[src/rtl/egse_pkg.sv]
// Types and constants for the signed Elias gamma encoder.
`timescale 1ns / 1ps

package egse_pkg;

    localparam int BYTE_W = 8;
    localparam int PEND_W = 7;   // held bits, never a whole byte
    localparam int CNT_W  = 3;   // held bit count, 0 to 7

    typedef enum logic [1:0] {
        ST_IDLE,   // waiting for a value
        ST_NORM,   // shifting the code value up to find its width
        ST_EMIT,   // one stream bit per cycle into the byte packer, unless a full byte is stalled
        ST_PAD     // flushing the zero-padded partial byte
    } egse_state_t;

endpackage

[src/rtl/elias_gamma_signed_encoder_core.sv]
// Signed Elias gamma encoder with byte-packed output stream.
`timescale 1ns / 1ps

//  channel | dir | tdata                 | tuser | tlast
//  --------+-----+-----------------------+-------+------------------------------
//  s_*     | in  | [31:0] value (signed) | -     | end_of_stream
//  m_*     | out | [7:0]  out_byte       | -     | last_of_run (final byte of item)
//
//  One value at a time. With CW = VALUE_WIDTH + 1 and n the bit width of the code
//  value, an item is accepted, shifted in the normalising shifter, then sent as
//  2n - 1 stream bits through the bit packer, with a padding byte when one is flushed;
//  one stream bit per cycle through the packer, held while a full byte waits on a stall.
//  Reset (rst_n low, asynchronous) empties the held bits and the output register.
//  A stalled m_tready freezes the packer only when a byte is ready to leave.

module elias_gamma_signed_encoder_core #(
    parameter int VALUE_WIDTH = 32
) (
    input  logic        clk,
    input  logic        rst_n,
    input  logic        s_tvalid,
    output logic        s_tready,
    input  logic [31:0] s_tdata,   // [31:0] value
    input  logic        s_tlast,   // end_of_stream
    output logic        m_tvalid,
    input  logic        m_tready,
    output logic [7:0]  m_tdata,   // [7:0] out_byte
    output logic        m_tlast    // last_of_run
);

    // code value is one bit wider than the input
    localparam int CW  = VALUE_WIDTH + 1;
    // bit width counter, holds 1..CW
    localparam int NW  = $clog2(CW + 1);
    // stream bits left for one item, up to 2*CW - 1
    localparam int BLW = $clog2(2 * CW);

    localparam logic [VALUE_WIDTH-1:0] MOST_NEG = {1'b1, {(VALUE_WIDTH-1){1'b0}}};
    localparam logic [VALUE_WIDTH-1:0] MOST_POS = {1'b0, {(VALUE_WIDTH-1){1'b1}}};

    egse_pkg::egse_state_t state_reg, state_next;

    logic [CW-1:0]              code_reg, code_next;
    logic [NW-1:0]              n_reg, n_next;
    logic [BLW-1:0]             bits_left_reg, bits_left_next;
    logic                       eos_reg, eos_next;
    logic [egse_pkg::PEND_W-1:0] pend_bits_reg, pend_bits_next;
    logic [egse_pkg::CNT_W-1:0]  pend_cnt_reg, pend_cnt_next;
    logic                       out_valid_reg, out_valid_next;
    logic [egse_pkg::BYTE_W-1:0] out_byte_reg, out_byte_next;
    logic                       out_last_reg, out_last_next;

    // Value to code mapping: x >= 0 -> 2x + 1, x < 0 -> -2x, most negative saturates.
    logic [VALUE_WIDTH-1:0] raw;
    logic [VALUE_WIDTH-1:0] mag;
    logic [CW-1:0]          in_code;

    always_comb
    begin
        raw = s_tdata[VALUE_WIDTH-1:0];
        mag = (raw == MOST_NEG) ? MOST_POS : (VALUE_WIDTH'(0) - raw);
        in_code = raw[VALUE_WIDTH-1] ? {mag, 1'b0} : {raw, 1'b1};
    end

    // Packer datapath for the current EMIT step.
    logic                        slot_free;
    logic                        code_phase;
    logic                        stream_bit;
    logic [egse_pkg::BYTE_W-1:0] acc;
    logic                        pend_full;
    logic [BLW-1:0]              bits_after;
    logic                        more_bytes;
    logic [egse_pkg::BYTE_W-1:0] pad_byte;

    always_comb
    begin
        slot_free  = !out_valid_reg || m_tready;
        // zeros first, then the normalised code MSB first
        code_phase = !(bits_left_reg > BLW'(n_reg));
        stream_bit = code_phase && code_reg[CW-1];
        acc        = {pend_bits_reg, stream_bit};
        pend_full  = (pend_cnt_reg == egse_pkg::CNT_W'(egse_pkg::PEND_W));
        bits_after = bits_left_reg - BLW'(1);
        // a byte completing now leaves the packer empty
        more_bytes = (bits_after >= BLW'(egse_pkg::BYTE_W))
                     || (eos_reg && (bits_after != BLW'(0)));
        pad_byte   = egse_pkg::BYTE_W'({1'b0, pend_bits_reg}
                     << (4'd8 - {1'b0, pend_cnt_reg}));
    end

    always_comb
    begin
        state_next     = state_reg;
        code_next      = code_reg;
        n_next         = n_reg;
        bits_left_next = bits_left_reg;
        eos_next       = eos_reg;
        pend_bits_next = pend_bits_reg;
        pend_cnt_next  = pend_cnt_reg;
        out_valid_next = out_valid_reg && !m_tready;
        out_byte_next  = out_byte_reg;
        out_last_next  = out_last_reg;

        unique case (state_reg)
            egse_pkg::ST_IDLE:
            begin
                if (s_tvalid)
                begin
                    code_next  = in_code;
                    n_next     = NW'(CW);
                    eos_next   = s_tlast;
                    state_next = egse_pkg::ST_NORM;
                end
            end
            egse_pkg::ST_NORM:
            begin
                // code value is never zero, so the MSB search ends
                if (code_reg[CW-1])
                begin
                    bits_left_next = BLW'({n_reg, 1'b0}) - BLW'(1);
                    state_next     = egse_pkg::ST_EMIT;
                end
                else
                begin
                    code_next = code_reg << 1;
                    n_next    = n_reg - NW'(1);
                end
            end
            egse_pkg::ST_EMIT:
            begin
                if (!pend_full || slot_free)
                begin
                    if (code_phase)
                    begin
                        code_next = code_reg << 1;
                    end
                    if (pend_full)
                    begin
                        out_valid_next = 1'b1;
                        out_byte_next  = acc;
                        out_last_next  = !more_bytes;
                        pend_bits_next = '0;
                        pend_cnt_next  = '0;
                    end
                    else
                    begin
                        pend_bits_next = acc[egse_pkg::PEND_W-1:0];
                        pend_cnt_next  = pend_cnt_reg + egse_pkg::CNT_W'(1);
                    end
                    bits_left_next = bits_after;
                    if (bits_after == BLW'(0))
                    begin
                        state_next = (eos_reg && !pend_full) ? egse_pkg::ST_PAD
                                                             : egse_pkg::ST_IDLE;
                    end
                end
            end
            egse_pkg::ST_PAD:
            begin
                if (slot_free)
                begin
                    out_valid_next = 1'b1;
                    out_byte_next  = pad_byte;
                    out_last_next  = 1'b1;
                    pend_bits_next = '0;
                    pend_cnt_next  = '0;
                    state_next     = egse_pkg::ST_IDLE;
                end
            end
        endcase
    end

    always_ff @(posedge clk or negedge rst_n)
    begin
        if (!rst_n)
        begin
            state_reg     <= egse_pkg::ST_IDLE;
            pend_bits_reg <= '0;
            pend_cnt_reg  <= '0;
            out_valid_reg <= 1'b0;
        end
        else
        begin
            state_reg     <= state_next;
            pend_bits_reg <= pend_bits_next;
            pend_cnt_reg  <= pend_cnt_next;
            out_valid_reg <= out_valid_next;
        end
    end

    // payload and per-item working registers
    always_ff @(posedge clk)
    begin
        code_reg      <= code_next;
        n_reg         <= n_next;
        bits_left_reg <= bits_left_next;
        eos_reg       <= eos_next;
        out_byte_reg  <= out_byte_next;
        out_last_reg  <= out_last_next;
    end

    assign s_tready = (state_reg == egse_pkg::ST_IDLE);
    assign m_tvalid = out_valid_reg;
    assign m_tdata  = out_byte_reg;
    assign m_tlast  = out_last_reg;

endmodule

[config.mk]
export PLATFORM = sky130hd
export DESIGN_NAME = elias_gamma_signed_encoder_core
export DESIGN_NICKNAME = d
export VERILOG_FILES = /design/src/rtl/egse_pkg.sv /design/src/rtl/elias_gamma_signed_encoder_core.sv
export SDC_FILE = /design/constraint.sdc
export NUM_CORES = 1
export LEC_CHECK = 0
export BUFFER_PORTS_ARGS = -buffer_cell sky130_fd_sc_hd__buf_2
export CAP_MARGIN = 20
export CORE_UTILIZATION = 55
export CTS_BUF_LIST = sky130_fd_sc_hd__clkbuf_2 sky130_fd_sc_hd__clkbuf_4 sky130_fd_sc_hd__clkbuf_8
export DETAILED_ROUTE_END_ITERATION = 12
export PLACE_DENSITY_LB_ADDON = 0.25
export SLEW_MARGIN = 40
export SYNTH_ARGS = -nofsm -noshare
export SYNTH_HDL_FRONTEND = slang
export SYNTH_SLANG_ARGS = --single-unit
export TNS_END_PERCENT = 10
[constraint.sdc]
create_clock -name clk -period 4.2 [get_ports clk]
set_input_delay 0.21 -clock clk [delete_from_list [all_inputs] [get_ports clk]]
set_output_delay 0.21 -clock clk [all_outputs]
set_load 0.03 [all_outputs]
# --- Word level (Yosys, flattened, before mapping) ---
# Cells that the tools add are included.
totals:
  ff_bits: 69
  elab_cells: 100
  output_inout_bits: 11
classes:
  n_shift: 1
  n_reduce_logical: 27
  magnitude_cmp: 2
  muxes: 40
  n_eq_ne: 13
  add_sub_neg: 6
ops:
  columns: ["operator", "n"]
  rows:
  - ["$mux W33", 5]
  - ["$pmux W33 S3", 1]
  - ["$mux W7", 5]
  - ["$eq A32 B32 Y1 const B", 1]
  - ["$mux W32", 1]
  - ["$sub A1 B32 Y32 const A", 1]
  - ["$pmux W7 S2", 2]
  - ["$mux W8", 3]
  - ["$ne A2 B2 Y1 const B", 8]
  - ["$pmux W8 S2", 1]
  - ["$sub A7 B1 Y7 const B", 2]
  - ["$mux W2", 6]
  - ["$mux W6", 2]
  - ["$pmux W6 S2", 1]
  - ["$reduce_and A5 Y1", 2]
  - ["$mux W3", 3]
  - ["$reduce_and A3 Y1", 3]
  - ["$pmux W2 S4", 1]
  - ["$reduce_and A4 Y1", 2]
  - ["$shl A7 B4 Y8", 1]
  - ["$ge A7 B4 Y1 const B", 1]
  - ["$gt A7 B6 Y1", 1]
  - ["$logic_not A7 Y1", 1]
  - ["$reduce_bool A7 Y1", 1]
  - ["16 further kinds", 34]

# --- Depth between registers and ports, before layout ---
logic_depth:
  ltp_word: 8
  ltp_mapped: 9
  depth_no_buf: 8

# --- Worst setup path before layout ---
# Ideal clock, no wire load.
synth_path:
  path_type: "register to register"
  from: "register bits_left_reg[4]"
  to: "register code_reg[0] (enable)"
  setup_slack_ns: 1.515
  setup_time_ns: 0.392
  period_less_slack_ns: 2.685
  stages_incl_launch_ff: 7
  arrival_ns: 2.293
  required_ns: 3.808
  cell_sequence: "edfxtp_1 > ha_1 > a21o_1 > a211oi_1 > a21oi_1 > a211oi_1 > and2_1"
synth_between:
  elab_chain_len: 3
synth_rtl:
  columns: ["element", "line_no", "rtl"]
  rows:
  - ["start: declaration", "elias_gamma_signed_encoder_core.sv:45", "logic [BLW-1:0] bits_left_reg, bits_left_next;"]
  - ["start signal: assignment", "elias_gamma_signed_encoder_core.sv:196", "bits_left_reg <= bits_left_next;"]
  - ["$gt A7 B6 Y1", "elias_gamma_signed_encoder_core.sv:79", "code_phase = !(bits_left_reg > BLW'(n_reg));"]
  - ["$ne A2 B2 Y1 (no line)", null, null]
  - ["$reduce_and A5 Y1 (no line)", null, null]
  - ["end signal: assignment", "elias_gamma_signed_encoder_core.sv:194", "code_reg <= code_next;"]
  - ["end: declaration", "elias_gamma_signed_encoder_core.sv:43", "logic [CW-1:0] code_reg, code_next;"]
# Every way passes these cells.
# A chain may end at the register's enable or synchronous reset.

# --- Worst setup path in the final report ---
layout_path:
  from: "register pend_cnt_reg[0] in the netlist's numbering"
  to: "register code_reg[0] (enable)"
layout_between:
  elab_chain_len: 5
layout_rtl:
  columns: ["element", "line_no", "rtl"]
  rows:
  - ["start: declaration", "elias_gamma_signed_encoder_core.sv:48", "logic [egse_pkg::CNT_W-1:0] pend_cnt_reg, pend_cnt_next;"]
  - ["start signal: assignment", "elias_gamma_signed_encoder_core.sv:186", "pend_cnt_reg <= pend_cnt_next;"]
  - ["$eq A3 B3 Y1", "elias_gamma_signed_encoder_core.sv:82", "pend_full = (pend_cnt_reg == egse_pkg::CNT_W'(egse_pkg::PEND_W));"]
  - ["$logic_not A1 Y1", "elias_gamma_signed_encoder_core.sv:131", "if (!pend_full || slot_free)"]
  - ["$logic_or A1 B1 Y1", "elias_gamma_signed_encoder_core.sv:131", null]
  - ["$ne A2 B2 Y1 (no line)", null, null]
  - ["$reduce_and A5 Y1 (no line)", null, null]
# Every way passes these cells.

==> impl_metrics.tcl <==
set metrics [dict create \
    syn_to_final_growth_pct 12.3 \
    min_from "s_tlast" \
    synth_nets 485 \
    outcome "finished, final reports clean" \
    cts-buffers-inserted 9 \
    drv_slew 0 \
    io_pins 48 \
    synthArstFlopShare_pct 18.8 \
    drive_above_1_share_pct 17.4 \
    path_clk_slew_ns 0.08 \
    yosys_most_used_dff "edfxtp_1" \
    hold_class "primary input to flip-flop" \
    coreArea_um2 7690 \
    dieArea_um2 8240 \
    largest_reg_flops 33 \
    n_antenna_cell 0 \
    critPathCaptureType "flip-flop" \
    p_sw_share_pct 40.0 \
    crit_path_frequent_cell "ha_1" \
    pre_cts_ws_ns 1.32 \
    vias_per_cell 5.92 \
    drc 0 \
    yosysTopAreaCell "edfxtp_1" \
    min_period_over_period_pct 62.2 \
    setup_ws_ns 1.59 \
    portBuffers 47 \
    grt_pass1_vias 3303 \
    internal_power_w 0.00223 \
    grt_usage_pct 23.2 \
    hpwl_um 6410 \
    p_leak_nw 1.99 \
    power.switching_w 0.00148 \
    cts_root_buf "clkbuf_8" \
    synth.top_cells.by_count "59 x nand2_1, 56 x edfxtp_1, 27 x o21ai_0, 27 x xor2_1, 22 x inv_1" \
    clk_latency_ns 0.35 \
    clock_path_buffers 2 \
    first_pass_iters 4 \
    cts_tree "done" \
    ys.warnings.count 0 \
    yosysMostFrequentCell "nand2_1" \
    crit_path_max_incr_delay_ns 0.54 \
    regToRegSetupSlack_ns 1.59 \
    h-tree-depth 3 \
    comb_power_share_pct 44.6 \
    start_kind "flip-flop" \
    gp_congestion 0.861 \
    crit_chain "ha_1, ha_1, nand2_1, o21ai_0, a211oi_1, and2_1, buf_4" \
    synth_area_leaders "edfxtp_1 39%, dfrtp_1 7.5%, xor2_1 5.5%" \
    synthCells 431 \
    syn_area_per_cell_um2 10.1 \
    synth.distinct_cells 51 \
    synth-seq-cells 69 \
    initial_core_util_pct 56.4 \
    drt-total-wl_um 9010 \
    ys_seq_area_share_pct 46.3 \
    cap_violations 0 \
    cp.arrival_ns 2.62 \
    grt_start_max_net_pins 37 \
    grt_first_pass_wirelength_um 15300 \
    whs_endpoint "eos_reg$_DFFE_PP_" \
    skew_ns 0.00748 \
    crit_fanout 32 \
    die_height_um 90.8 \
    fin_crit_ns 2.61 \
    seqPwrFrac_pct 38.8 \
    synth_enable_flop_cells 56 \
    r2r_start "pend_cnt_reg[0]$_DFFE_PN0P_" \
    final_antenna_net_count 0 \
    tightest_slew_ns 0.655 \
    antenna_found_initial 0 \
    cts_sinks 69 \
    worstSetupPathType "flip-flop to flip-flop" \
    layout.nets 526 \
    wl_per_cell_um 15.6 \
    p_clk_share_pct 16.6 \
    die_x_um 90.8 \
    rows 32 \
    max_freq_mhz 383 \
    final-hold-violation-count 0 \
    post-cts-setup-buffers 0 \
    r2r.worst_path.cells 7 \
    r2r_end "code_reg[0]$_DFFE_PP_" \
    utilization_pct 63.3 \
    grt_overflow_total 0 \
    drt_iter0_drc 126 \
    placed_area_um2 4630 \
    stdcell_count 579 \
    place_inst 562 \
    rsz0062_at_grt "no" \
    hold_path_depth 1 \
    synth_area_um2 4330 \
    ir_drop_v 0.000346 \
    slew_headroom_pct 56.3 \
    critPathSlowestCell "dfrtp_1" \
    powerDensity_nw_per_um2 763 \
    setup_viol 0 \
    final_area_um2 4870 \
    crit_required_ns 4.21 \
    detailroute.via_count 3427 \
    setup_tns_ns 0 \
    synth_top_area_share_pct 38.8 \
]
-- cells in the final DEF, fill, tap and decap left out, drive strengths merged, types with 10 or more instances in the layout --
| cell | count |
|---|---|
| a21o | 10 |
| dfrtp | 13 |
| inv | 24 |
| nand2b | 10 |
| xor2 | 27 |
| a21oi | 17 |
| o211ai | 15 |
| o31ai | 11 |
| ha | 17 |
| nor2 | 19 |
| nand2 | 59 |
| edfxtp | 56 |
| o21ai | 27 |
| buf | 51 |
-- per-layer routing --
metal,share of wire (%),up-vias,track usage (%)
li1,-,1665,-
met3,5.5,9,4.29
met4,1.2,0,8.33
met5,0,-,0
met1,44,1645,28.9
met2,49,108,40.3
-- per-stage QoR --
step           power [W]  hold WS [ns]
2_1_floorplan    0.00267       -0.0856
3_3_place_gp     0.00301         0.116
6_report         0.00371        0.0399
3_5_place_dp     0.00310         0.116
4_1_cts          0.00372        0.0285
5_1_grt          0.00399        0.0242
-- worst max-delay path: cells and delay by family, from the launching register on --
family                   cells  cell delay [ns]
flip-flops                   1             0.54
adder cells (fa/ha/maj)      2             0.49
AO/OA/AOI/OAI                2             0.49
buffers and inverters        1             0.38
AND/OR/NAND/NOR              2             0.35
-- layout make-up --
class                      count  area (um2)
fill                         678        2820
multi-input combinational    318        2150
sequential                    69        2010
timing repair buffer          52         275
tap                          102         128
clock buffer                   9         124
clock inverter                 7        97.6
inverter                      22        82.6
-- kinds of logic after synthesis --
kind of cell,Yosys count,synth area share (%)
and+or+nand+nor,141,16.3
AOI/OAI and AO/OA,114,18.3
DFF,69,46.3
buffers and inverters,44,4.42
xor gates and xnor gates,34,6.87
adders and majority gates,17,4.91
muxes,12,2.86
-- what timing repair did --
item                                    in CTS  in global routing
endpoints found under the hold margin       13                  0
gates resized for setup                      0                  0
hold buffers                                 1                  0
endpoints found under the setup margin       0                  0
-- power groups by stage --
stage | combinational, W | sequential [W] | clock [W]
after floorplan | 0.00122 | 0.00145 | 0
final | 0.00166 | 0.00144 | 0.000616
after global routing | 0.00186 | 0.00148 | 0.000653
after global placement | 0.00158 | 0.00144 | 0
after detailed placement | 0.00165 | 0.00145 | 0
after CTS | 0.00165 | 0.00144 | 0.000627
-- worst max-delay path by stage --
stage                                      startpoint                      to  slack (ns)  cells past startpoint
after floorplan            bits_left_reg[4]$_DFFE_PP_   code_reg[0]$_DFFE_PP_        1.51                      6
after global placement                    s_tdata[15]  code_reg[29]$_DFFE_PP_        1.36                      7
after detailed placement                  s_tdata[15]  code_reg[29]$_DFFE_PP_        1.32                      7
after CTS                    state_reg[0]$_DFFE_PN0P_  code_reg[12]$_DFFE_PP_        1.51                      7
after global routing      pend_cnt_reg[0]$_DFFE_PN0P_  code_reg[18]$_DFFE_PP_        1.45                      7
final                     pend_cnt_reg[0]$_DFFE_PN0P_   code_reg[0]$_DFFE_PP_        1.59                      7
Power figures use the tool's default switching activity.
